$ cat src/hdl/led_matrix_scan_driver_assert.svh
// ----------------------------------------------------------------------------
// LED matrix scan driver assertion macros
// Concurrent checks on clk, disabled while rst_n is low.
// ----------------------------------------------------------------------------
`ifndef LED_MATRIX_SCAN_DRIVER_ASSERT_SVH
`define LED_MATRIX_SCAN_DRIVER_ASSERT_SVH

`ifndef SYNTHESIS

// Same-cycle implication.
`define LMSD_ASSERT_NOW(label, ante, cons, msg) \
    label: assert property (@(posedge clk) disable iff (!rst_n) (ante) |-> (cons)) \
        else $error(msg);

// Next-cycle implication.
`define LMSD_ASSERT_NEXT(label, ante, cons, msg) \
    label: assert property (@(posedge clk) disable iff (!rst_n) (ante) |=> (cons)) \
        else $error(msg);

`else

`define LMSD_ASSERT_NOW(label, ante, cons, msg)
`define LMSD_ASSERT_NEXT(label, ante, cons, msg)

`endif

`endif

$ cat src/hdl/lmsd_pkg.sv
`timescale 1ns / 1ps
// ----------------------------------------------------------------------------
// LED matrix scan driver package
// Geometry constants, codes and shared types.
// ----------------------------------------------------------------------------
package lmsd_pkg;

    localparam int MAX_PANELS_ACROSS = 4;
    localparam int MAX_PANELS_DOWN   = 4;
    localparam int PANEL_COLUMNS     = 32;
    localparam int PANEL_ROWS        = 16;
    localparam int HALF_ROWS         = PANEL_ROWS / 2;

    localparam int STORE_W     = MAX_PANELS_ACROSS * PANEL_COLUMNS;
    localparam int STORE_H     = MAX_PANELS_DOWN * PANEL_ROWS;
    localparam int STORE_DEPTH = STORE_W * STORE_H;
    localparam int ADDR_W      = $clog2(STORE_DEPTH);
    localparam int PIXEL_W     = 3;

    localparam int X_W     = 7;
    localparam int Y_W     = 6;
    localparam int KIND_W  = 2;
    localparam int CNT_W   = 3;
    localparam int TIME_W  = 16;
    localparam int PCOL_W  = (MAX_PANELS_ACROSS > 1) ? $clog2(MAX_PANELS_ACROSS) : 1;
    localparam int PROW_W  = (MAX_PANELS_DOWN > 1) ? $clog2(MAX_PANELS_DOWN) : 1;
    localparam int COL_W   = $clog2(PANEL_COLUMNS);
    localparam int ROW_W   = $clog2(HALF_ROWS);

    localparam int APB_ADDR_W = 4;
    localparam int APB_DATA_W = 32;

    localparam logic [TIME_W-1:0] ON_TIME_RESET = 16'd300;

    localparam logic [KIND_W-1:0] KIND_DRAW  = 2'd0;
    localparam logic [KIND_W-1:0] KIND_TICK  = 2'd1;
    localparam logic [KIND_W-1:0] KIND_CLEAR = 2'd2;

    localparam logic [1:0] REG_PANELS_WIDE = 2'd0;
    localparam logic [1:0] REG_PANELS_HIGH = 2'd1;
    localparam logic [1:0] REG_ON_TIME     = 2'd2;

    typedef enum logic [2:0] {
        PH_BLANK_START,
        PH_SHIFT_HIGH,
        PH_SHIFT_LOW,
        PH_LATCH_HIGH,
        PH_LATCH_LOW,
        PH_ENABLE,
        PH_BLANK_END
    } phase_t;

    typedef struct packed {
        logic [PCOL_W-1:0] wide_last;
        logic [PROW_W-1:0] high_last;
        logic [TIME_W-1:0] on_time;
        logic [X_W:0]      width_px;
        logic [Y_W:0]      height_px;
    } cfg_t;

    typedef struct packed {
        logic             shift_clock;
        logic             latch;
        logic             output_enable;
        logic             data_on;
        logic [ROW_W-1:0] row_address;
    } pins_t;

endpackage

$ cat src/hdl/lmsd_cfg.sv
`timescale 1ns / 1ps
// ----------------------------------------------------------------------------
// LED matrix scan driver configuration registers
// APB register file with clamped geometry and on time.
// ----------------------------------------------------------------------------
module lmsd_cfg (
    input  logic                                clk,
    input  logic                                rst_n,
    input  logic                                psel,
    input  logic                                penable,
    input  logic                                pwrite,
    input  logic [lmsd_pkg::APB_ADDR_W-1:0]     paddr,
    input  logic [lmsd_pkg::APB_DATA_W-1:0]     pwdata,
    output logic [lmsd_pkg::APB_DATA_W-1:0]     prdata,
    output logic                                pready,
    output lmsd_pkg::cfg_t                      cfg
);

    logic [lmsd_pkg::CNT_W-1:0]  wide_reg;
    logic [lmsd_pkg::CNT_W-1:0]  wide_next;
    logic [lmsd_pkg::CNT_W-1:0]  high_reg;
    logic [lmsd_pkg::CNT_W-1:0]  high_next;
    logic [lmsd_pkg::TIME_W-1:0] on_time_reg;
    logic [lmsd_pkg::TIME_W-1:0] on_time_next;
    logic                        wr_fire;
    logic [1:0]                  reg_index;

    assign pready    = 1'b1;
    assign wr_fire   = psel && penable && pwrite;
    assign reg_index = paddr[3:2];

    always_comb
    begin
        wide_next    = wide_reg;
        high_next    = high_reg;
        on_time_next = on_time_reg;
        if (wr_fire)
        begin
            case (reg_index)
                lmsd_pkg::REG_PANELS_WIDE: wide_next    = pwdata[lmsd_pkg::CNT_W-1:0];
                lmsd_pkg::REG_PANELS_HIGH: high_next    = pwdata[lmsd_pkg::CNT_W-1:0];
                lmsd_pkg::REG_ON_TIME:     on_time_next = pwdata[lmsd_pkg::TIME_W-1:0];
                default:                   ;
            endcase
        end
    end

    always_ff @(posedge clk or negedge rst_n)
    begin
        if (!rst_n)
        begin
            wide_reg    <= lmsd_pkg::CNT_W'(1);
            high_reg    <= lmsd_pkg::CNT_W'(1);
            on_time_reg <= lmsd_pkg::ON_TIME_RESET;
        end
        else
        begin
            wide_reg    <= wide_next;
            high_reg    <= high_next;
            on_time_reg <= on_time_next;
        end
    end

    always_comb
    begin
        case (reg_index)
            lmsd_pkg::REG_PANELS_WIDE: prdata = lmsd_pkg::APB_DATA_W'(wide_reg);
            lmsd_pkg::REG_PANELS_HIGH: prdata = lmsd_pkg::APB_DATA_W'(high_reg);
            lmsd_pkg::REG_ON_TIME:     prdata = lmsd_pkg::APB_DATA_W'(on_time_reg);
            default:                   prdata = '0;
        endcase
    end

    // Zero acts as one, anything above the maximum as the maximum.
    always_comb
    begin
        if (wide_reg == '0)
            cfg.wide_last = '0;
        else if (32'(wide_reg) > lmsd_pkg::MAX_PANELS_ACROSS)
            cfg.wide_last = lmsd_pkg::PCOL_W'(lmsd_pkg::MAX_PANELS_ACROSS - 1);
        else
            cfg.wide_last = lmsd_pkg::PCOL_W'(32'(wide_reg) - 1);

        if (high_reg == '0)
            cfg.high_last = '0;
        else if (32'(high_reg) > lmsd_pkg::MAX_PANELS_DOWN)
            cfg.high_last = lmsd_pkg::PROW_W'(lmsd_pkg::MAX_PANELS_DOWN - 1);
        else
            cfg.high_last = lmsd_pkg::PROW_W'(32'(high_reg) - 1);

        cfg.on_time   = (on_time_reg == '0) ? lmsd_pkg::TIME_W'(1) : on_time_reg;
        cfg.width_px  = (lmsd_pkg::X_W + 1)'((32'(cfg.wide_last) + 1)
                        * lmsd_pkg::PANEL_COLUMNS);
        cfg.height_px = (lmsd_pkg::Y_W + 1)'((32'(cfg.high_last) + 1)
                        * lmsd_pkg::PANEL_ROWS);
    end

endmodule

$ cat config.mk
export PLATFORM = sky130hd
export DESIGN_NAME = lmsd_cfg
export DESIGN_NICKNAME = d
export VERILOG_FILES = /design/src/hdl/led_matrix_scan_driver_assert.svh /design/src/hdl/lmsd_pkg.sv /design/src/hdl/lmsd_cfg.sv
export SDC_FILE = /design/constraint.sdc
export NUM_CORES = 1
export LEC_CHECK = 0
export BUFFER_PORTS_ARGS = -buffer_cell sky130_fd_sc_hd__buf_4
export CAP_MARGIN = 20
export CORE_AREA = 4 4 69 71
export DETAILED_ROUTE_END_ITERATION = 8
export DIE_AREA = 0 0 73 75
export PLACE_DENSITY = 0.75
export SYNTH_ARGS = -nofsm -noshare
export SYNTH_HDL_FRONTEND = slang
export SYNTH_SLANG_ARGS = --single-unit
$ cat constraint.sdc
create_clock -name clk -period 1.6 [get_ports clk]
set_clock_uncertainty 0.15 [all_clocks]
set_input_delay 0.32 -clock clk [delete_from_list [all_inputs] [get_ports clk]]
set_output_delay 0.32 -clock clk [all_outputs]
set_load 0.01 [all_outputs]
; Yosys cells after proc, flatten, opt, wreduce, memory -nomap -nowiden
; Cells that the tools add are included.
; Widths: inputs -> output; s select.
[totals]
regBits = 22
in_bits = 41
out_inout_bits = 68
elab_cells = 26
[classes]
addsub = 4
magnitude_cmp = 2
eq_ne = 2
n_mux = 6
reduce_logical = 9
[ops]
columns = op, count
row1 = $pmux 16 s3, 1
row2 = $logic_not 16->1, 1
row3 = $mux 16, 1
row4 = $mux 2, 4
row5 = $add 2x1->3 const B, 2
row6 = $gt 3x3->1 const B, 2
row7 = $logic_not 3->1, 2
row8 = $reduce_and 2->1, 3
row9 = $sub 2x1->2 const B, 2
row10 = $eq 2x1->1 const B, 1
row11 = $eq 2x2->1 const B, 1
row12 = $logic_and 1x1->1, 2
row13 = $logic_not 2->1, 1

; Longest topological paths before layout
; Gate-level depths: netlist of run 1.
[logic_depth]
word_depth = 4
depth_mapped = 6
ltp_nobuf = 6

; Worst setup path after synthesis of run 1
; No wires, ideal clock.
[synth_path]
path_kind = flip-flop to output port
start = register wide_reg[0] (netlist name)
end = output cfg[13] (netlist name)
t_arrival_ns = 1.558
required_time_ns = 1.130
slack_ns = -0.428
path_stages_with_launch = 5
n_path_buf = 0
path_cell_list = dfstp_2 inv_1 ha_1 o21ai_0 ha_1
[synth_rtl]
columns = element, line
row1 = "start, declared", lmsd_cfg.sv:19  ; logic [lmsd_pkg::CNT_W-1:0] wide_reg;
row2 = "start signal, assigned", lmsd_cfg.sv:52  ; wide_reg <= lmsd_pkg::CNT_W'(1);
row3 = "start signal, assigned", lmsd_cfg.sv:58  ; wide_reg <= wide_next;
row4 = "end, declared", lmsd_cfg.sv:16  ; output lmsd_pkg::cfg_t cfg

==> results.cfg, run 1 <==
[status]
run_status = finished, violations left
violations = setup timing

[synthesis]
synth_area_leaders = dfrtp_1 27%, buf_4 13%, dfstp_2 11%, mux2_4 10%, mux2_2 9.0%
synth.cells.most_frequent = 26 x buf_4, 16 x clkbuf_1, 16 x dfrtp_1
syn_inst = 147
synth-seq-cells = 22
synth.top_cell.area_share_pct = 26.7
syn_area_um2 = 1500
postSynthAreaPerCell_um2 = 10.2
yosysTopAreaCell = dfrtp_1
synthArstFlopShare_pct = 100
ys_seq_area_share_pct = 37.2
yosys_most_used_dff = dfrtp_1
ys_warn_count = 0
yosysUniqueCellTypes = 29
yosysMostFrequentCell = buf_4
synth_edf_count = 0

[floorplanning]
rows = 24
start_util_pct = 35.4
core_um2 = 4230
die_h_um = 75
pin_count = 109
die_x_um = 73
die_area_um2 = 5480

[cts]
clock_latency_ps = 250
cts.reportedPaths.clkPinSlew_ps = 80
cts_buffers = 3
clock_path_buffers = 2
cts_max_level = 1
cts_tree = done
cts_root_buf = clkbuf_8
clock-sinks = 22

[setup_path]
arrival_ps = 1670
path_class = flip-flop to output pin
critPathLaunch = wide_reg[0]
crit_required_ps = 1130
endpoint_kind = output pin
reg2reg_depth = 2
start_kind = flip-flop
path_max_fanout = 2
r2r_start = on_time_reg[1]

[layout]
syn_to_final_growth_pct = 49.5
fin_nets = 258
largest_reg_flops = 16
n_fill_cell = 389
final_cell_area_um2 = 2240
drive_gt1_share_pct = 65.3
n_antenna_cell = 0

[min_path]
hold_path_class = input port to flip-flop
hold_start = pwdata[14]
whs_path_depth = 2

[detailed_routing]
wire_per_inst_um = 12.8
drt_wl_total_mm = 3.40
vias_per_cell = 4.27
vias = 1131
drc = 0
ant_nets = 0
drtIter0Drc = 18
first_pass_iters = 2

[sta]
finalCritPeriodShare_pct = 134
slew_viol_final = 0
hold_viol_final = 0
period_minus_slack_ps = 2140
rsz0062_at_grt = true
holdWs_ps = 135
setup_ws_ps = -538
finalSetupViolCount = 13
fmax_mhz = 468

[placement]
place.gp.congestion = 0.789
pre_cts_ws_ps = -294
place_area_um2 = 2020
io_buffers = 64
hpwlAfterDp_mm = 2.60

[global_route]
grt_max_degree = 23
grt_pass1_wl_mm = 5.16
grt_pass1_vias = 1060
grt-ovfl-total = 0
antenna_found_initial = 0
grt.total_usage_pct = 12.1

[power]
max-vdd-ir-drop_mv = 0.606
p_per_area_nw_per_um2 = 1200
leakagePower_nw = 1.10

[job]
max_cap_violations = 0
-- power by group --
group | switching (mW) | internal (mW)
sequential | 0.149 | 0.714
combinational | 0.605 | 0.882
clock | 0.170 | 0.177
-- logic make-up after synthesis --
group	after synthesis	synth area share, %
AOI/OAI and AO/OA	9	3.67
xor gates and xnor gates	1	0.584
adders and majority gates	3	2.50
buffers and inverters	49	20.4
DFF	22	37.2
muxes	25	21.0
other	2	0.501
and+or+nand+nor	36	14.2
-- path summary, 6_finish.rpt --
path                                    to  slack (ps)
max reg2reg                 on_time_reg[1]         520
min reg2reg                 on_time_reg[0]         410
max in group asynchronous      high_reg[0]         690
min                        on_time_reg[14]         140
max                                cfg[13]        -540
min in group asynchronous  on_time_reg[10]         340
-- per-stage QoR --
| step | setup TNS (ps) | util [%] | instances | power (mW) |
|---|---|---|---|---|
| final | -3580 | 53.0 | 265 | 2.70 |
| after global routing | -4470 | 53.0 | 265 | 2.88 |
| after CTS | -3700 | 51.6 | 263 | 2.65 |
| after detailed placement | -996 | 47.6 | 254 | 2.12 |
| after global placement | -842 | 47.6 | 254 | 2.09 |
| after floorplan | -581 | - | 171 | 1.62 |
-- placed cells by master, fill, tap and decap left out, types with 2 or more instances in the layout --
master / netlist / layout
buf_4: 26 / 64
conb_1: 2 / 26
dfrtp_1: 16 / 15
buf_6: 1 / 15
and2_1: 13 / 12
mux2_2: 12 / 12
mux2_4: 10 / 10
dfstp_2: 6 / 6
nand2_1: 10 / 5
nand2_2: 0 / 4
inv_2: 0 / 3
mux2i_1: 3 / 3
o21ai_1: 0 / 3
clkbuf_8: 0 / 3
o21ai_2: 0 / 2
nor2_4: 0 / 2
nor4_4: 0 / 2
nor3_1: 2 / 2
inv_1: 5 / 2
ha_4: 0 / 2
buf_12: 1 / 2
-- metal layers --
| layer | global-route usage, % | part of all wire, % |
|---|---|---|
| met4 | 3.07 | 0.41 |
| met1 | 14.8 | 39 |
| met3 | 2.94 | 6.4 |
| met5 | 0 | 0 |
| met2 | 21.3 | 54 |
-- final cells by class --
class	count	area (µm²)	area share (%)
well taps	52	65.1	2.90
multi-input cells	100	855	38.1
inverters	5	18.8	0.837
repair buffers	82	699	31.2
flip-flops and latches	22	559	24.9
clock buffers	4	45.0	2.01
-- critical path, stage by stage, from the launching register on --
cell,delay (ps)
dfstp_2,540
inv_2,40
ha_4,260
nand2_2,40
nand2_2,60
o21ai_2,60
ha_2,320
buf_6,90
-- repair_timing --
| action | 4_1_cts | 5_1_grt |
|---|---|---|
| endpoints found under the hold margin | 16 | 0 |
| pin swaps | 9 | 3 |
| buffers inserted | 4 | 2 |
| hold buffers | 1 | 0 |
| resized for setup | 23 | 13 |
| endpoints found under the setup margin | 14 | 15 |
Power figures use the tool's default switching activity.
==> inputs of run 2 (changes only) <==
--- a/config.mk
+++ b/config.mk
@@ -7,10 +7,12 @@
 export LEC_CHECK = 0
 export BUFFER_PORTS_ARGS = -buffer_cell sky130_fd_sc_hd__buf_4
 export CAP_MARGIN = 20
-export CORE_AREA = 4 4 69 71
+export CORE_AREA = 4 4 68 70
+export CTS_BUF_LIST = sky130_fd_sc_hd__clkbuf_4 sky130_fd_sc_hd__clkbuf_8
 export DETAILED_ROUTE_END_ITERATION = 8
-export DIE_AREA = 0 0 73 75
-export PLACE_DENSITY = 0.75
+export DIE_AREA = 0 0 72 74
+export PLACE_DENSITY = 0.77
+export SETUP_SLACK_MARGIN = 0.05
 export SYNTH_ARGS = -nofsm -noshare
 export SYNTH_HDL_FRONTEND = slang
 export SYNTH_SLANG_ARGS = --single-unit
==> constraint.sdc (replaced) <==
create_clock -name clk -period 1.9 [get_ports clk]
set_clock_uncertainty 0.15 [all_clocks]
set_input_delay 0.38 -clock clk [delete_from_list [all_inputs] [get_ports clk]]
set_output_delay 0.38 -clock clk [all_outputs]
set_load 0.01 [all_outputs]
==> results.cfg, run 2 (same netlist as run 1, synthesis figures left out) <==
[status]
run_status = finished, violations left
violations = setup timing

[sta]
finalSetupViolCount = 8
hold_viol_final = 0
holdWs_ps = 194
finalCritPeriodShare_pct = 117
period_minus_slack_ps = 2220
setup_tns_ps = -1210
fmax_mhz = 451
slew_viol_final = 0
setup_ws_ps = -318
rsz0062_at_grt = true

[power]
pwr-share-seq_pct = 33.2
leakagePower_nw = 1.04
p_per_area_nw_per_um2 = 1040
internal-power_mw = 1.44
pwr-share-clk_pct = 15.4
sw_frac_of_total_pct = 34.3
combPwrFrac_pct = 51.4
p_sw_mw = 0.750
max-vdd-ir-drop_mv = 0.597

[layout]
largest_reg_flops = 16
layout_commonest_cell = buf_4
n_antenna_cell = 0
final_cell_mix = 64 x buf_4, 26 x conb_1, 16 x dfrtp_1
fin_nets = 249
drive_gt1_share_pct = 61.3
final_cell_area_um2 = 2100
syn_to_final_growth_pct = 40.1
instances_no_fill = 254

[floorplanning]
start_util_pct = 37.8
die_h_um = 74
core_um2 = 3970
pin_count = 109
die_area_um2 = 5330
rows = 23
die_x_um = 72

[setup_path]
rrSetupSlack_ps = 820
r2r_start = on_time_reg[14]
endpoint_kind = output pin
reg2reg_depth = 2
arrival_ps = 1690
critPathLaunch = wide_reg[0]
rr_endpoint = on_time_reg[14]
path_cells = inv_2 -> ha_4 -> buf_4 -> o21ai_2 -> ha_1 -> buf_6
cp_slowest_cell = dfstp_2
worstSetupEndpoint = cfg[13]
path_class = flip-flop to output pin
start_kind = flip-flop
path_max_fanout = 2
crit_required_ps = 1370
max_stage_delay_ps = 540

[job]
max_cap_violations = 0

[global_route]
grt_max_degree = 23
antenna_found_initial = 0
grt-ovfl-total = 0
grt_pass1_wl_mm = 5.24
grt.total_usage_pct = 12.6
grt_pass1_vias = 1103

[detailed_routing]
vias = 1128
vias_per_cell = 4.44
drt_wl_total_mm = 3.38
first_pass_iters = 3
ant_nets = 0
wire_per_inst_um = 13.3
drtIter0Drc = 16
drc = 0

[placement]
hpwlAfterDp_mm = 2.65
place.gp.congestion = 0.782
dp.cells = 246
io_buffers = 64
place_area_um2 = 1930
pre_cts_ws_ps = -51.1

[cts]
clock_path_buffers = 2
clock-sinks = 22
cts.reportedPaths.clkPinSlew_ps = 80
cts_root_buf = clkbuf_8
cts_max_level = 1
clock_latency_ps = 260
cts_buffers = 3
cts_tree = done

[min_path]
hold_path_class = input port to flip-flop
==> run 2: cell count changes in the layout (fill, tap and decap cells not counted), sizes merged <==
cell / change
buf: -9
==> run 2: through the flow <==
stage	utilization [%]	power [mW]
after floorplan	-	1.32
after global placement	48.7	1.68
after detailed placement	48.7	1.71
after CTS	51.8	2.14
after global routing	52.9	2.33
final	52.9	2.19
==> run 2: cell type report <==
type,instances,area [µm²]
fill,376,1870
multi-input combinational,100,818
timing repair buffer,73,589
sequential,22,558
tap,50,62.6
clock buffer,4,55.1
inverter,5,18.8
==> run 2: worst min-delay path by stage <==
stage                    start               to  slack, ps  depth (start not counted)
finish               pwdata[3]   on_time_reg[3]        190                          2
global route        pwdata[12]  on_time_reg[12]        190                          2
floorplan                rst_n      high_reg[1]        -70                          0
detailed placement       rst_n  on_time_reg[11]        130                          1
CTS                  pwdata[3]   on_time_reg[3]        190                          2
global placement         rst_n  on_time_reg[10]        130                          1
==> run 2: layer usage <==
metal / global-route usage, % / share of wire (%) / vias to the layer above
met2: 22.8 / 52 / 46
met1: 14.9 / 39 / 539
met5: 0 / 0 / -
met3: 2.97 / 7.7 / 5
li1: - / - / 538
met4: 3.76 / 1.1 / 0
==> run 2: power by group through the flow <==
stage	Combinational (mW)	Clock [mW]	Sequential (mW)
after floorplan	0.625	0	0.690
after global placement	0.967	0	0.711
after detailed placement	0.992	0	0.717
after CTS	1.08	0.344	0.714
after global routing	1.22	0.366	0.747
final	1.13	0.336	0.728
==> run 2: repair_timing <==
item,in CTS,in global routing
hold endpoints to repair,16,0
pin swaps,7,7
buffers inserted,2,1
hold buffers,1,0
gates resized for setup,12,10
setup endpoints to repair,12,12
gates cloned,0,0
==> run 2: worst max-delay path: cells and delay by family, from the launching register on <==
family	cells	cell delay, ps
flip-flops	1	540
adder cells (fa/ha/maj)	2	470
buffers and inverters	3	300
AO/OA/AOI/OAI	1	130
==> inputs of run 3 (changes only) <==
--- a/config.mk
+++ b/config.mk
@@ -7,11 +7,11 @@
 export LEC_CHECK = 0
 export BUFFER_PORTS_ARGS = -buffer_cell sky130_fd_sc_hd__buf_4
 export CAP_MARGIN = 20
-export CORE_AREA = 4 4 68 70
+export CORE_AREA = 4 4 65 67
 export CTS_BUF_LIST = sky130_fd_sc_hd__clkbuf_4 sky130_fd_sc_hd__clkbuf_8
 export DETAILED_ROUTE_END_ITERATION = 8
-export DIE_AREA = 0 0 72 74
-export PLACE_DENSITY = 0.77
+export DIE_AREA = 0 0 69 71
+export PLACE_DENSITY = 0.81
 export SETUP_SLACK_MARGIN = 0.05
 export SYNTH_ARGS = -nofsm -noshare
 export SYNTH_HDL_FRONTEND = slang
==> constraint.sdc (replaced) <==
create_clock -name clk -period 2.3 [get_ports clk]
set_clock_uncertainty 0.15 [all_clocks]
set_input_delay 0.46 -clock clk [delete_from_list [all_inputs] [get_ports clk]]
set_output_delay 0.46 -clock clk [all_outputs]
set_load 0.01 [all_outputs]
==> results.cfg, run 3 (same netlist as run 1, synthesis figures left out) <==
[power]
leakagePower_nw = 1.01
pwr-share-clk_pct = 19.9
pwr-share-seq_pct = 32.9
max-vdd-ir-drop_mv = 0.497
combPwrFrac_pct = 47.2
p_per_area_nw_per_um2 = 890
internal-power_mw = 1.21
p_sw_mw = 0.583
sw_frac_of_total_pct = 32.5

[floorplanning]
die_x_um = 69
die_area_um2 = 4900
start_util_pct = 41.3
die_h_um = 71
pin_count = 109
rows = 22
core_um2 = 3630

[layout]
fin_nets = 246
n_antenna_cell = 0
largest_reg_flops = 16
seqCellArea_um2 = 558
layout_commonest_cell = buf_4
syn_to_final_growth_pct = 34.4
drive_gt1_share_pct = 57.7
final_cell_mix = 68 x buf_4, 26 x conb_1, 16 x dfrtp_1
final_cell_area_um2 = 2020
instances_no_fill = 249
final_core_util_pct = 55.5
n_fill_cell = 343
multiInputGateArea_um2 = 776

[setup_path]
start_kind = flip-flop
arrival_ps = 1710
path_delay_family = adder cells
endpoint_kind = output pin
path_max_fanout = 2
crit_top_cell = nand2_2
path_cells = inv_2 -> ha_4 -> nand2_2 -> nand2_2 -> o21ai_2 -> ha_2 -> buf_6
cp.buffers_inverters = 2
crit_required_ps = 1690
path_class = flip-flop to output pin
max_stage_delay_ps = 550
cp_slowest_cell = dfstp_2

[status]
violations = setup timing
run_status = finished, violations left

[sta]
holdWs_ps = 270
finalCritPeriodShare_pct = 101
fmax_mhz = 432
setup_ws_ps = -17.4
hold_viol_final = 0
slew_viol_final = 0
finalSetupViolCount = 1
maxSlewHeadroom_pct = 66.0
rsz0062_at_grt = true
period_minus_slack_ps = 2320
tightestPinTransition_ps = 507

[cts]
clock-sinks = 22
clock_path_buffers = 2
cts_max_level = 1
cts.reportedPaths.clkPinSlew_ps = 90
cts_buffers = 3
cts_root_buf = clkbuf_8
clock_latency_ps = 260
cts_tree = done

[detailed_routing]
vias_per_cell = 4.50
vias = 1121
wire_per_inst_um = 13.5
drt_wl_total_mm = 3.36
drtIter0Drc = 26
first_pass_iters = 4
drc = 0
ant_nets = 0

[placement]
place_area_um2 = 1860
dp.cells = 241
place.gp.congestion = 0.774
io_buffers = 64

[global_route]
grt_pass1_wl_mm = 5.28
grt-ovfl-total = 0
grt_pass1_vias = 1119
grt.total_usage_pct = 13.0
grt_max_degree = 23
antenna_found_initial = 0

[min_path]
hold_path_class = input port to flip-flop

[job]
max_cap_violations = 0
-- run 3: cell count changes in the layout (fill, tap and decap cells not counted), sizes merged --
cell    previous run  this run
bufinv             0         1
buf               72        69
clkbuf             4         3
-- run 3: final cells by class --
| class | instances | area share [%] |
|---|---|---|
| Tap cell | 48 | 2.98 |
| Sequential cell | 22 | 27.7 |
| Inverter | 5 | 0.931 |
| Timing Repair Buffer | 70 | 26.4 |
| Clock inverter | 1 | 1.49 |
| Multi-Input combinational cell | 100 | 38.5 |
| Clock buffer | 3 | 2.05 |
-- run 3: final timing paths --
kind	startpoint	to	slack [ps]	cells after the start
worst max-delay path	wide_reg[0]	cfg[13]	-20	7
worst min-delay path	pwdata[3]	on_time_reg[3]	270	2
worst max register to register	wide_reg[0]	wide_reg[0]	1280	2
worst min register to register	wide_reg[1]	wide_reg[1]	420	1
max in group asynchronous	rst_n	on_time_reg[8]	1250	2
min in group asynchronous	rst_n	wide_reg[2]	460	2
-- run 3: timing repair --
item                       4_1_cts  5_1_grt
hold endpoints to repair        16        0
buffers inserted                 2        1
hold buffers                     1        0
setup endpoints to repair        5        5
resized for setup                8        7
pin swaps                        1        5
-- run 3: through the flow --
| step | total power, mW | setup slack [ps] | setup TNS (ps) |
|---|---|---|---|
| 5_1_grt | 1.91 | -73.4 | -73.4 |
| 6_report | 1.79 | -17.4 | -17.4 |
| 3_5_place_dp | 1.33 | 145 | 0 |
| 3_3_place_gp | 1.31 | 150 | 0 |
| 2_1_floorplan | 1.04 | 132 | 0 |
| 4_1_cts | 1.76 | 2.12 | 0 |
-- run 3: per-layer routing --
layer  up-vias  part of all wire (%)  global-route usage, %
met5         -                     0                      0
met1       547                    38                   15.4
met2        43                    55                   23.8
met4         0                  0.36                   1.95
li1        529                     -                      -
met3         2                   6.6                   3.84
-- run 3: power groups by stage --
stage	combinational (mW)	sequential [mW]	clock, mW
final	0.847	0.590	0.357
after global routing	0.920	0.607	0.385
after CTS	0.810	0.589	0.365
after detailed placement	0.729	0.604	0
after global placement	0.712	0.596	0
after floorplan	0.469	0.567	0
