<file path="config.mk">
export PLATFORM = sky130hd
export DESIGN_NAME = lmsd_scan
export DESIGN_NICKNAME = d
export VERILOG_FILES = /design/src/hdl/led_matrix_scan_driver_assert.svh /design/src/hdl/lmsd_pkg.sv /design/src/hdl/lmsd_scan.sv
export SDC_FILE = /design/constraint.sdc
export NUM_CORES = 1
export LEC_CHECK = 0
export ABC_AREA = 1
export BUFFER_PORTS_ARGS = -buffer_cell sky130_fd_sc_hd__clkbuf_2
export CORE_ASPECT_RATIO = 1.25
export CORE_UTILIZATION = 48
export CTS_BUF_LIST = sky130_fd_sc_hd__clkbuf_2
export DETAILED_ROUTE_END_ITERATION = 8
export GPL_ROUTABILITY_DRIVEN = 1
export HOLD_SLACK_MARGIN = 0.02
export PLACE_DENSITY = 0.74
export SLEW_MARGIN = 20
export SYNTH_ARGS = -nofsm -noshare
export SYNTH_HDL_FRONTEND = slang
export SYNTH_SLANG_ARGS = --single-unit
</file>
<file path="constraint.sdc">
create_clock -name clk -period 2.2 [get_ports clk]
set_input_delay 0.11 -clock clk [delete_from_list [all_inputs] [get_ports clk]]
set_output_delay 0.11 -clock clk [all_outputs]
set_load 0.05 [all_outputs]
</file>
<file path="src/hdl/led_matrix_scan_driver_assert.svh">
// ----------------------------------------------------------------------------
// LED matrix scan driver assertion macros
// Concurrent checks on clk, disabled while rst_n is low.
// ----------------------------------------------------------------------------
`ifndef LED_MATRIX_SCAN_DRIVER_ASSERT_SVH
`define LED_MATRIX_SCAN_DRIVER_ASSERT_SVH

`ifndef SYNTHESIS

// Same-cycle implication.
`define LMSD_ASSERT_NOW(label, ante, cons, msg) \
    label: assert property (@(posedge clk) disable iff (!rst_n) (ante) |-> (cons)) \
        else $error(msg);

// Next-cycle implication.
`define LMSD_ASSERT_NEXT(label, ante, cons, msg) \
    label: assert property (@(posedge clk) disable iff (!rst_n) (ante) |=> (cons)) \
        else $error(msg);

`else

`define LMSD_ASSERT_NOW(label, ante, cons, msg)
`define LMSD_ASSERT_NEXT(label, ante, cons, msg)

`endif

`endif

</file>
<file path="src/hdl/lmsd_pkg.sv">
`timescale 1ns / 1ps
// ----------------------------------------------------------------------------
// LED matrix scan driver package
// Geometry constants, codes and shared types.
// ----------------------------------------------------------------------------
package lmsd_pkg;

    localparam int MAX_PANELS_ACROSS = 4;
    localparam int MAX_PANELS_DOWN   = 4;
    localparam int PANEL_COLUMNS     = 32;
    localparam int PANEL_ROWS        = 16;
    localparam int HALF_ROWS         = PANEL_ROWS / 2;

    localparam int STORE_W     = MAX_PANELS_ACROSS * PANEL_COLUMNS;
    localparam int STORE_H     = MAX_PANELS_DOWN * PANEL_ROWS;
    localparam int STORE_DEPTH = STORE_W * STORE_H;
    localparam int ADDR_W      = $clog2(STORE_DEPTH);
    localparam int PIXEL_W     = 3;

    localparam int X_W     = 7;
    localparam int Y_W     = 6;
    localparam int KIND_W  = 2;
    localparam int CNT_W   = 3;
    localparam int TIME_W  = 16;
    localparam int PCOL_W  = (MAX_PANELS_ACROSS > 1) ? $clog2(MAX_PANELS_ACROSS) : 1;
    localparam int PROW_W  = (MAX_PANELS_DOWN > 1) ? $clog2(MAX_PANELS_DOWN) : 1;
    localparam int COL_W   = $clog2(PANEL_COLUMNS);
    localparam int ROW_W   = $clog2(HALF_ROWS);

    localparam int APB_ADDR_W = 4;
    localparam int APB_DATA_W = 32;

    localparam logic [TIME_W-1:0] ON_TIME_RESET = 16'd300;

    localparam logic [KIND_W-1:0] KIND_DRAW  = 2'd0;
    localparam logic [KIND_W-1:0] KIND_TICK  = 2'd1;
    localparam logic [KIND_W-1:0] KIND_CLEAR = 2'd2;

    localparam logic [1:0] REG_PANELS_WIDE = 2'd0;
    localparam logic [1:0] REG_PANELS_HIGH = 2'd1;
    localparam logic [1:0] REG_ON_TIME     = 2'd2;

    typedef enum logic [2:0] {
        PH_BLANK_START,
        PH_SHIFT_HIGH,
        PH_SHIFT_LOW,
        PH_LATCH_HIGH,
        PH_LATCH_LOW,
        PH_ENABLE,
        PH_BLANK_END
    } phase_t;

    typedef struct packed {
        logic [PCOL_W-1:0] wide_last;
        logic [PROW_W-1:0] high_last;
        logic [TIME_W-1:0] on_time;
        logic [X_W:0]      width_px;
        logic [Y_W:0]      height_px;
    } cfg_t;

    typedef struct packed {
        logic             shift_clock;
        logic             latch;
        logic             output_enable;
        logic             data_on;
        logic [ROW_W-1:0] row_address;
    } pins_t;

endpackage

</file>
<file path="src/hdl/lmsd_scan.sv">
`timescale 1ns / 1ps
// ----------------------------------------------------------------------------
// LED matrix scan driver sequencer
// Phase machine and shift counters, advanced once per scan tick.
// ----------------------------------------------------------------------------
module lmsd_scan (
    input  logic                          clk,
    input  logic                          rst_n,
    input  logic                          tick,
    input  lmsd_pkg::cfg_t                cfg,
    output lmsd_pkg::pins_t               pins,
    output logic [lmsd_pkg::ADDR_W-1:0]   top_addr,
    output logic [lmsd_pkg::ADDR_W-1:0]   bottom_addr
);

    localparam logic [lmsd_pkg::COL_W-1:0] COL_LAST =
        lmsd_pkg::COL_W'(lmsd_pkg::PANEL_COLUMNS - 1);

    lmsd_pkg::phase_t              phase_reg;
    lmsd_pkg::phase_t              phase_next;
    logic [lmsd_pkg::ROW_W-1:0]    row_reg;
    logic [lmsd_pkg::ROW_W-1:0]    row_next;
    logic [lmsd_pkg::PCOL_W-1:0]   pcol_reg;
    logic [lmsd_pkg::PCOL_W-1:0]   pcol_next;
    logic [lmsd_pkg::PROW_W-1:0]   prow_reg;
    logic [lmsd_pkg::PROW_W-1:0]   prow_next;
    logic [lmsd_pkg::COL_W-1:0]    col_reg;
    logic [lmsd_pkg::COL_W-1:0]    col_next;
    logic [lmsd_pkg::TIME_W-1:0]   timer_reg;
    logic [lmsd_pkg::TIME_W-1:0]   timer_next;
    logic [lmsd_pkg::TIME_W-1:0]   timer_dec;
    logic [lmsd_pkg::X_W-1:0]      pix_x;
    logic [lmsd_pkg::Y_W-1:0]      pix_y_top;
    logic [lmsd_pkg::Y_W-1:0]      pix_y_bottom;

    assign timer_dec = (timer_reg != '0) ? timer_reg - 1'b1 : '0;

    // Next state.
    always_comb
    begin
        phase_next = phase_reg;
        row_next   = row_reg;
        pcol_next  = pcol_reg;
        prow_next  = prow_reg;
        col_next   = col_reg;
        timer_next = timer_reg;
        case (phase_reg)
            lmsd_pkg::PH_BLANK_START:
            begin
                pcol_next  = cfg.wide_last;
                prow_next  = cfg.high_last;
                col_next   = '0;
                phase_next = lmsd_pkg::PH_SHIFT_HIGH;
            end
            lmsd_pkg::PH_SHIFT_HIGH:
            begin
                phase_next = lmsd_pkg::PH_SHIFT_LOW;
            end
            lmsd_pkg::PH_SHIFT_LOW:
            begin
                phase_next = lmsd_pkg::PH_SHIFT_HIGH;
                if (col_reg != COL_LAST)
                begin
                    col_next = col_reg + 1'b1;
                end
                else
                begin
                    col_next = '0;
                    if (prow_reg != '0)
                    begin
                        prow_next = prow_reg - 1'b1;
                    end
                    else if (pcol_reg != '0)
                    begin
                        prow_next = cfg.high_last;
                        pcol_next = pcol_reg - 1'b1;
                    end
                    else
                    begin
                        prow_next  = '0;
                        phase_next = lmsd_pkg::PH_LATCH_HIGH;
                    end
                end
            end
            lmsd_pkg::PH_LATCH_HIGH:
            begin
                phase_next = lmsd_pkg::PH_LATCH_LOW;
            end
            lmsd_pkg::PH_LATCH_LOW:
            begin
                timer_next = cfg.on_time;
                phase_next = lmsd_pkg::PH_ENABLE;
            end
            lmsd_pkg::PH_ENABLE:
            begin
                timer_next = timer_dec;
                if (timer_dec == '0)
                    phase_next = lmsd_pkg::PH_BLANK_END;
            end
            default:
            begin
                row_next   = row_reg + 1'b1;
                phase_next = lmsd_pkg::PH_BLANK_START;
            end
        endcase
    end

    // Pin levels for the current phase.
    always_comb
    begin
        pins.shift_clock   = (phase_reg == lmsd_pkg::PH_SHIFT_HIGH);
        pins.data_on       = (phase_reg == lmsd_pkg::PH_SHIFT_HIGH) ||
                             (phase_reg == lmsd_pkg::PH_SHIFT_LOW);
        pins.latch         = (phase_reg == lmsd_pkg::PH_LATCH_HIGH);
        pins.output_enable = (phase_reg != lmsd_pkg::PH_ENABLE);
        pins.row_address   = row_reg;
    end

    always_comb
    begin
        pix_x        = lmsd_pkg::X_W'(32'(pcol_reg) * lmsd_pkg::PANEL_COLUMNS
                       + 32'(col_reg));
        pix_y_top    = lmsd_pkg::Y_W'(32'(prow_reg) * lmsd_pkg::PANEL_ROWS
                       + 32'(row_reg));
        pix_y_bottom = lmsd_pkg::Y_W'(32'(pix_y_top) + lmsd_pkg::HALF_ROWS);
        top_addr     = lmsd_pkg::ADDR_W'(32'(pix_y_top) * lmsd_pkg::STORE_W
                       + 32'(pix_x));
        bottom_addr  = lmsd_pkg::ADDR_W'(32'(pix_y_bottom) * lmsd_pkg::STORE_W
                       + 32'(pix_x));
    end

    always_ff @(posedge clk or negedge rst_n)
    begin
        if (!rst_n)
        begin
            phase_reg <= lmsd_pkg::PH_BLANK_START;
            row_reg   <= '0;
            pcol_reg  <= '0;
            prow_reg  <= '0;
            col_reg   <= '0;
            timer_reg <= '0;
        end
        else if (tick)
        begin
            phase_reg <= phase_next;
            row_reg   <= row_next;
            pcol_reg  <= pcol_next;
            prow_reg  <= prow_next;
            col_reg   <= col_next;
            timer_reg <= timer_next;
        end
    end

endmodule

</file>
Word level (Yosys, flattened, before mapping)

Index checks and enable logic that the tools add are counted.

Word-level logic and storage cells: 60
Register bits: 31
Bits of input ports: 38
Output and inout bits: 33

Muxes and demuxes: 17
Bitwise logic cells: 1
Eq/ne operators: 11
Reduce and logical (&&, ||, !) cells: 15
Add/subtract/negate cells: 10

Operators by type and width:

| operator                                            | count |
|---|---|
| case mux 16 bit (2 select lines)                    | 1 |
| adder 13 x 7 -> 13 bit                              | 2 |
| two-way mux 2 bit                                   | 9 |
| case mux 3 bit (6 select lines)                     | 1 |
| zero test 16 bit                                    | 1 |
| two-way mux 16 bit                                  | 1 |
| nonzero test 16 bit                                 | 1 |
| subtractor 16 x 1 -> 16 bit (second input constant) | 1 |
| case mux 5 bit (2 select lines)                     | 1 |
| != test 2 bit (second input constant)               | 4 |
| case mux 2 bit (2 select lines)                     | 2 |
| AND reduction 2 bit                                 | 4 |
| nonzero test 2 bit                                  | 4 |
| adder 7 x 5 -> 7 bit                                | 1 |
| adder 6 x 3 -> 6 bit                                | 1 |
| adder 6 x 4 -> 6 bit (second input constant)        | 1 |
| == test 3 x 2 -> 1 bit (second input constant)      | 2 |
| == test 3 bit (second input constant)               | 2 |
| OR reduction 6 bit                                  | 1 |
| adder 5 x 1 -> 5 bit (second input constant)        | 1 |
| two-way mux 5 bit                                   | 1 |
| != test 5 bit (second input constant)               | 1 |
| AND reduction 5 bit                                 | 1 |
| subtractor 2 x 1 -> 2 bit (second input constant)   | 2 |
| other kinds (8)                                     | 8 |

Longest topological paths before layout

Gate-level depths: netlist (run 1).

Word-level depth: 5
Gate-level depth with buffers: 14
Depth with buffers taken out: 14

Least setup slack after synthesis (run 1)

No wires, ideal clock.

Path kind: reg2reg
From: register phase_reg[2]
To: register phase_reg[2]
Arrival: 1.925 ns
Setup slack: 0.212 ns
Cell stages (with the launch flop): 7
Data required time: 2.137 ns
Clock period less this slack: 1.988 ns
Setup time: 0.063 ns
Buffers on the path: 1
Cell sequence: dfrtp_1 buf_2 nor3_1 inv_1 nand4_1 nand2_1 inv_1

RTL lines:

| item                     | line             | text |
|---|---|---|
| start: declaration       | lmsd_scan.sv:19  | `lmsd_pkg::phase_t phase_reg;` |
| start signal: assignment | lmsd_scan.sv:136 | `phase_reg <= lmsd_pkg::PH_BLANK_START;` |
| start signal: assignment | lmsd_scan.sv:145 | `phase_reg <= phase_next;` |

Final worst setup path (run 1)

From: register timer_reg[0] (netlist name)
To: register phase_reg[1]

Cells in the longest elaborated chain, start to end: 5
Elaborated cells between the ends (all ways): 6
Those cells by class: add/sub (1); eq/ne (1); mux (1); reduce/logical (3)

Ends and longest elaborated chain:

| item                                                               | line             | text |
|---|---|---|
| start: declaration                                                 | lmsd_scan.sv:29  | `logic [lmsd_pkg::TIME_W-1:0] timer_reg;` |
| start signal: assignment                                           | lmsd_scan.sv:150 | `timer_reg <= timer_next;` |
| subtractor 16 x 1 -> 16 bit or nonzero test 16 bit (tied branches) | lmsd_scan.sv:36  | `assign timer_dec = (timer_reg != '0) ? timer_reg - 1'b1 : '0;` |
| two-way mux 16 bit *                                               | lmsd_scan.sv:36  |  |
| zero test 16 bit *                                                 | lmsd_scan.sv:97  | `if (timer_dec == '0)` |
| != test 2 bit (no source line) *                                   | -                |  |
| AND reduction 2 bit (no source line) *                             | -                |  |

Every way passes the cells marked *; elsewhere a longest branch is shown, timed or not.
A chain may end at the register's enable or synchronous reset.

==> results_dict.tcl, run 1 <==
set metrics [dict create \
    layout-drive-gt1-share_pct 20.4 \
    min_path_type "in -> reg" \
    io_pins 71 \
    max_freq_mhz 488 \
    numCtsBuffers 5 \
    setup_viol_count_final 0 \
    critPathMostFrequentCell "nand2_1" \
    hold_ws_ns 0.0387 \
    dp_hpwl_mm 3.58 \
    ir_drop_mv 0.885 \
    cp_max_fo 17 \
    finClkSkew_ns 0.0289 \
    drtIter0Drc 102 \
    holdPathStages 5 \
    layout_commonest_cell "nand2_1" \
    synth_edf_count 0 \
    crit_slowest_cell "dfrtp_1" \
    synth_ff_type "dfrtp_1" \
    min_to "timer_reg[10]" \
    core_area_um2 4460 \
    synthesis.nets 376 \
    grt_max_degree 35 \
    largest_register_ffs 16 \
    syn_area_um2 2240 \
    tightest_slew_ns 0.814 \
    path_clk_slew_ns 0.20 \
    hp-start "cfg[25]" \
    antenna_left 0 \
    place_inst 421 \
    slew_headroom_pct 45.7 \
    regToRegEndpoint "phase_reg[1]" \
    grt_pass1_vias 2037 \
    synth_cell_types 28 \
    rr_worst_depth 13 \
    final_area_um2 2620 \
    finalWeightedCongestion 0.805 \
    drcViolationCount 0 \
    cp.arrival_ns 2.33 \
    antenna_found_initial 0 \
    initial_core_util_pct 50.3 \
    post-route-min-period_ns 2.05 \
    root_buffer "clkbuf_2" \
    crit_required_ns 2.48 \
    cp-end-kind "register" \
    r2r_slack_ns 0.15 \
    fin_setup_tns_ns 0 \
    p_per_area_nw_per_um2 1530 \
    seqPwrFrac_pct 27.5 \
    multi_input_area_um2 1150 \
    timing.final.crit_share_pct 93.2 \
    via_count 2168 \
    async_reset_ff_share_pct 100 \
    cts_tree "built" \
    pwr-share-clk_pct 10.0 \
    hold_viol 0 \
    rsz0062_at_grt "no" \
    post_drt_wl_per_cell_um 11.2 \
    antenna_cells 0 \
    pwr-share-comb_pct 62.6 \
    vias_per_cell 4.92 \
    r2r_start "timer_reg[0]" \
    final_net_count 425 \
    cap_violations 0 \
    mostFrequentLayoutCells "92 x nand2_1, 58 x clkbuf_2, 41 x inv_1, 41 x o21ai_0, 32 x nor2_1" \
    finalWirelength_mm 4.94 \
    fillCellCount 457 \
    die_w_um 63.1 \
    port_buffers 53 \
    grtUsageTotal_pct 22.1 \
    ys_ff_latch 31 \
    rows 27 \
    h-tree-depth 2 \
    crit_type "reg -> reg" \
    clk_latency_ns 0.39 \
    grt_pass1_wl_mm 8.73 \
    power_switching_mw 2.32 \
    area_growth_pct 16.9 \
    synthCells 333 \
    overflow 0 \
    clock-sinks 31 \
    die_height_um 78.4 \
    slowest_delay_ns 0.40 \
    swShare_pct 57.8 \
    register_area_um2 776 \
    p_leak_nw 1.42 \
    worstPathCellList "inv_1, ha_2, nand2_4, nor2_4, nand2_4, nand2_1, nand3_1, nor2_1, nand2_1, o21bai_2, nand2_1, nand2_1, nand2_1" \
    yosys_warnings 0 \
    first_pass_iters 4 \
    status "finished clean" \
    die-area_um2 4950 \
    ys_seq_area_share_pct 34.6 \
    instances_no_fill 441 \
    drv_slew 0 \
    clk_path_buf_depth 2 \
    placed_area_um2 2430 \
    avgSynthCellArea_um2 6.74 \
    p_int_mw 1.69 \
    start_kind "register" \
]
==> layout make-up <==
class / count / share of cell area (%)
multi-input combinational: 235 / 43.8
sequential: 31 / 29.6
timing repair buffer: 68 / 15.6
inverter: 41 / 5.87
tap: 58 / 2.77
clock inverter: 3 / 1.48
clock buffer: 5 / 0.954
==> cells by family after synthesis <==
logic type                 synth area share (%)
and+or+nand+nor                            32.0
buffers and inverters                      14.6
AOI/OAI and AO/OA                          13.6
DFF                                        34.6
adders and majority gates                  2.79
xor gates and xnor gates                   1.56
other                                     0.335
muxes                                     0.502
==> power groups by stage <==
stage / clock network, mW / logic, mW / registers (mW)
2_1_floorplan: 0 / 1.88 / 1.30
3_3_place_gp: 0 / 2.45 / 1.10
3_5_place_dp: 0 / 2.48 / 1.11
4_1_cts: 0.414 / 2.51 / 1.10
5_1_grt: 0.435 / 2.79 / 1.15
6_report: 0.400 / 2.51 / 1.10
==> worst max-delay path: cells and delay by family, from the launching register on <==
family | cells | cell delay [ns]
AOI/OAI and AO/OA | 1 | 0.16
adders and majority gates | 1 | 0.24
buffers and inverters | 1 | 0.16
DFF | 1 | 0.40
and+or+nand+nor | 10 | 1.00
==> layer usage <==
layer,global-route usage [%],vias up,wire [um]
li1,-,1136,-
met1,25.1,971,2110
met5,0,-,0
met3,4.36,8,203
met2,40.4,53,2540
met4,7.67,0,77
==> stage by stage <==
step | util [%] | power (mW) | setup slack [ns]
after floorplan | - | 3.19 | 0.212
after global routing | 58.8 | 4.37 | 0.00373
after detailed placement | 54.6 | 3.60 | 0.170
after global placement | 54.6 | 3.55 | 0.241
after CTS | 58.7 | 4.02 | 0.167
final | 58.8 | 4.01 | 0.150
==> worst max path at each step <==
stage                               to  slack, ns         start
after floorplan           phase_reg[2]       0.21  phase_reg[2]
after global placement    phase_reg[0]       0.24  timer_reg[0]
after detailed placement  phase_reg[0]       0.17  timer_reg[0]
after CTS                 phase_reg[1]       0.17  timer_reg[0]
after global routing      phase_reg[0]      0.004  timer_reg[0]
final                     phase_reg[1]       0.15  timer_reg[0]
==> synthesized netlist by cell type, types with 4 or more instances <==
cell type  instances  area share (%)
nand2_1           92              15
inv_1             41             6.9
o21ai_0           41             9.1
nor2_1            33             5.5
dfrtp_1           31              35
nand3_1           30             6.7
buf_4             17             5.7
a21oi_1            6             1.3
ha_1               5             2.8
buf_2              4            0.89
clkbuf_1           4            0.67
o211ai_1           4             1.3
==> repair_timing <==
action	in CTS	in global routing
endpoints found under the hold margin	42	0
setup buffers	0	0
setup endpoints to repair	0	2
gates resized for setup	0	2
hold buffers	12	0
Note: power is estimated with default switching activity, not from simulation.
==> run 2: changes to the inputs <==
--- a/config.mk
+++ b/config.mk
@@ -13,7 +13,7 @@
 export DETAILED_ROUTE_END_ITERATION = 8
 export GPL_ROUTABILITY_DRIVEN = 1
 export HOLD_SLACK_MARGIN = 0.02
-export PLACE_DENSITY = 0.74
+export PLACE_DENSITY = 0.76
 export SLEW_MARGIN = 20
 export SYNTH_ARGS = -nofsm -noshare
 export SYNTH_HDL_FRONTEND = slang
==> results_dict.tcl, run 2 (synthesis gave the netlist of run 1 again) <==
set metrics [dict create \
    root_buffer "clkbuf_2" \
    grtUsageTotal_pct 21.7 \
    cap_violations 0 \
    cp-end-kind "register" \
    tightest_slew_ns 0.820 \
    grt_pass1_vias 2019 \
    path_clk_slew_ns 0.18 \
    layout-drive-gt1-share_pct 20.4 \
    start_kind "register" \
    ir_drop_mv 0.840 \
    die-area_um2 4950 \
    antenna_cells 0 \
    fillCellCount 475 \
    clk_path_buf_depth 2 \
    crit_required_ns 2.49 \
    multi_input_area_um2 1150 \
    antenna_left 0 \
    core_area_um2 4460 \
    top_layer "met4" \
    first_pass_iters 4 \
    numCtsBuffers 5 \
    cts_tree "built" \
    post_drt_wl_per_cell_um 11.1 \
    place_inst 421 \
    drcViolationCount 0 \
    final_net_count 429 \
    fin_setup_tns_ns 0 \
    vias_per_cell 4.93 \
    drtIter0Drc 63 \
    min_path_type "in -> reg" \
    die_w_um 63.1 \
    die_height_um 78.4 \
    io_pins 71 \
    wl_met2_mm 2.51 \
    final_area_um2 2640 \
    h-tree-depth 2 \
    finalWirelength_mm 4.93 \
    initial_core_util_pct 50.3 \
    drv_slew 0 \
    finalWeightedCongestion 0.836 \
    antenna_found_initial 0 \
    post-route-min-period_ns 1.98 \
    clock-sinks 31 \
    status "finished clean" \
    overflow 0 \
    register_area_um2 776 \
    setup_viol_count_final 0 \
    rows 27 \
    max_freq_mhz 505 \
    instances_no_fill 445 \
    grt_max_degree 35 \
    finClkSkew_ns 0.0130 \
    layout_commonest_cell "nand2_1" \
    p_leak_nw 1.42 \
    cts_setup_buffers 0 \
    via_count 2194 \
    area_growth_pct 17.7 \
    crit_type "reg -> reg" \
    largest_register_ffs 16 \
    wl_met3_um 180 \
    mostFrequentLayoutCells "92 x nand2_1, 58 x clkbuf_2, 41 x o21ai_0" \
    slew_headroom_pct 45.4 \
    cp_max_fo 17 \
    clk_latency_ns 0.39 \
    hold_viol 0 \
    grt_pass1_wl_mm 8.39 \
    p_per_area_nw_per_um2 1480 \
    timing.final.crit_share_pct 90.0 \
    dp_hpwl_mm 3.52 \
    placed_area_um2 2430 \
    cp.arrival_ns 2.27 \
    port_buffers 53 \
    drt-met1-wl_mm 2.11 \
    rsz0062_at_grt "no" \
]
run 2: metal layers:
layer  vias up  global-route usage, %
met3        17                   4.80
li1       1144                      -
met1       976                   23.8
met2        57                   39.2
met4         0                   9.53
met5         -                      0
run 2: worst paths after layout:
kind | from | endpoint | slack, ns | depth (start not counted)
max in group asynchronous | rst_n | phase_reg[0] | 1.37 | 2
min in group asynchronous | rst_n | timer_reg[3] | 0.31 | 2
min reg2reg | row_reg[2] | row_reg[2] | 0.54 | 1
max | timer_reg[0] | phase_reg[0] | 0.22 | 13
max reg2reg | timer_reg[0] | phase_reg[0] | 0.22 | 13
min | cfg[29] | timer_reg[14] | 0.03 | 5
run 2: final cells by class:
type	instances	area share, %
multi-input cells	235	43.4
repair buffers	72	17.0
clock buffers	5	0.947
clock inverters	3	0.758
inverters	41	5.83
well taps	58	2.75
flip-flops and latches	31	29.4
run 2: worst max-delay path: stages (launching register included):
cell	delay [ns]
dfrtp_1	0.41
inv_2	0.10
ha_1	0.22
nand2_4	0.10
nor2_4	0.13
nand2_4	0.14
nand2_1	0.12
nand3_1	0.11
nor2_1	0.12
nand2_1	0.08
o21bai_2	0.16
nand2_1	0.09
nand2_1	0.07
nand2_1	0.05
run 2: where the power goes:
| part | internal (mW) | switching, mW | total, mW |
|---|---|---|---|
| clock | 0.0752 | 0.228 | 0.303 |
| combinational | 0.689 | 1.82 | 2.51 |
| sequential | 0.815 | 0.282 | 1.10 |
run 2: stage by stage:
step	power, mW	utilization, %	hold WS (ns)	setup slack, ns
after detailed placement	3.59	54.6	0.241	0.191
after global placement	3.55	54.6	0.241	0.232
after global routing	4.24	59.2	0.0407	0.0418
after CTS	3.92	59.2	0.0233	0.166
final	3.91	59.2	0.0252	0.220
after floorplan	3.19	-	-0.186	0.212
run 2: repair_timing:
action,4_1_cts,5_1_grt
endpoints found under the setup margin,0,2
hold endpoints to repair,46,0
hold buffers,16,0
gates resized for setup,0,2
==> run 3: changes to the inputs <==
--- a/config.mk
+++ b/config.mk
@@ -10,6 +10,7 @@
 export CORE_ASPECT_RATIO = 1.25
 export CORE_UTILIZATION = 48
 export CTS_BUF_LIST = sky130_fd_sc_hd__clkbuf_2
+export CTS_CLUSTER_DIAMETER = 50
 export DETAILED_ROUTE_END_ITERATION = 8
 export GPL_ROUTABILITY_DRIVEN = 1
 export HOLD_SLACK_MARGIN = 0.02
==> constraint.sdc (replaced) <==
create_clock -name clk -period 2.27 [get_ports clk]
set_input_delay 0.1135 -clock clk [delete_from_list [all_inputs] [get_ports clk]]
set_output_delay 0.1135 -clock clk [all_outputs]
set_load 0.05 [all_outputs]
==> results_dict.tcl, run 3 (synthesis gave the netlist of run 1 again) <==
set metrics [dict create \
    drv_slew 0 \
    post_drt_wl_per_cell_um 11.3 \
    port_buffers 53 \
    status "finished clean" \
    regToRegEndpoint "phase_reg[0]" \
    io_pins 71 \
    final_net_count 420 \
    min_path_type "in -> reg" \
    grt_pass1_wl_mm 8.65 \
    layout-drive-gt1-share_pct 20.4 \
    r2r_start "timer_reg[0]" \
    h-tree-depth 2 \
    crit_slowest_cell "dfrtp_1" \
    tightest_slew_ns 0.785 \
    fin_setup_tns_ns 0 \
    largest_register_ffs 16 \
    cts_setup_buffers 0 \
    initial_core_util_pct 50.3 \
    timing.final.crit_share_pct 90.3 \
    r2r_slack_ns 0.22 \
    antenna_found_initial 0 \
    antenna_left 0 \
    drtIter0Drc 90 \
    crit_required_ns 2.56 \
    die_w_um 63.1 \
    rr_worst_depth 13 \
    die_height_um 78.4 \
    vias_per_cell 5.01 \
    p_leak_nw 1.40 \
    first_pass_iters 4 \
    cp_max_fo 17 \
    finalWeightedCongestion 0.839 \
    area_growth_pct 15.2 \
    finClkSkew_ns 0.0149 \
    worstPathCellList "inv_1, ha_4, nand2_4, nor2_4, nand2_4, nand3_1, nand3_1, nor2_1, nand2_1, o21bai_2, nand2_1, nand2_1, nand2_1" \
    max_freq_mhz 488 \
    crit_buf_inv 1 \
    start_kind "register" \
    slew_headroom_pct 47.7 \
    cp-end-kind "register" \
    overflow 0 \
    total_power_mw 3.89 \
    core_area_um2 4460 \
    ir_drop_mv 0.870 \
    die-area_um2 4950 \
    post-route-min-period_ns 2.05 \
    grt_pass1_vias 2115 \
    rows 27 \
    cp.arrival_ns 2.34 \
    cap_violations 0 \
    endpoint "phase_reg[0]" \
    critPathLaunch "timer_reg[0]" \
    critPathMostFrequentCell "nand2_1" \
    root_buffer "clkbuf_2" \
    dp_hpwl_mm 3.68 \
    crit_type "reg -> reg" \
    p_per_area_nw_per_um2 1510 \
    cts_tree "built" \
    grtUsageTotal_pct 22.2 \
    grt_max_degree 35 \
    mostFrequentLayoutCells "92 x nand2_1, 58 x clkbuf_2, 41 x inv_1, 41 x o21ai_0, 32 x nor2_1" \
    setup_viol_count_final 0 \
    layout_commonest_cell "nand2_1" \
    hold_viol 0 \
    path_depth 13 \
    slowest_delay_ns 0.39 \
    drcViolationCount 0 \
    via_count 2184 \
    clock-sinks 31 \
    clk_path_buf_depth 2 \
    path_clk_slew_ns 0.17 \
    numCtsBuffers 5 \
    path_delay_family "simple AND/OR/NAND/NOR gates" \
    finalWirelength_mm 4.93 \
    clk_latency_ns 0.39 \
    antenna_cells 0 \
    rsz0062_at_grt "no" \
]
==> run 3: timing repair <==
| item | CTS | global route |
|---|---|---|
| endpoints found under the hold margin | 38 | 0 |
| hold buffers | 8 | 0 |
| gates resized for setup | 0 | 3 |
| setup endpoints to repair | 0 | 2 |
==> run 3: area by class of cell <==
type | count | area [um^2]
multi-input cells | 235 | 1160
well taps | 58 | 72.6
fillers | 476 | 1870
repair buffers | 63 | 360
clock buffers | 5 | 25.0
flip-flops and latches | 31 | 776
inverters | 41 | 154
clock inverters | 3 | 38.8
==> run 3: tightest hold or removal path, cell delays in order <==
cell      delay (ns)
clkbuf_2        0.07
nand2_1         0.04
o21ai_0         0.06
nand2_1         0.05
o21ai_0         0.06
==> run 3: worst min path at each step <==
stage	from	endpoint	slack (ns)	cells past startpoint
after global placement	rst_n	timer_reg[0]	0.25	1
after CTS	cfg[21]	timer_reg[6]	0.03	5
after detailed placement	rst_n	timer_reg[0]	0.24	1
final	cfg[19]	timer_reg[4]	0.04	5
after global routing	tick	phase_reg[1]	0.04	3
after floorplan	rst_n	col_reg[0]	-0.18	0
==> run 3: stage by stage <==
stage	setup slack (ns)	hold slack (ns)	area (um^2)	cells	util (%)
finish	0.221	0.0390	2580	436	58.0
global route	0.0316	0.0439	2580	436	58.0
CTS	0.125	0.0258	2570	436	57.6
detailed placement	0.145	0.244	2430	420	54.4
global placement	0.220	0.247	2430	420	54.4
floorplan	0.282	-0.182	2240	333	-
==> run 3: layer usage <==
metal  vias to the layer above  track usage, %  share of wire, %
met2                        60            40.6                51
li1                       1127               -                 -
met3                        15            5.23               4.0
met4                         0            11.4               2.8
met1                       982            23.2                42
met5                         -               0                 0
==> run 3: where the power goes <==
group          leakage, nW  internal, mW  switching [mW]
clock               0.0404         0.181           0.206
sequential           0.387         0.790           0.273
combinational        0.969         0.664            1.78
total                 1.40          1.64            2.26
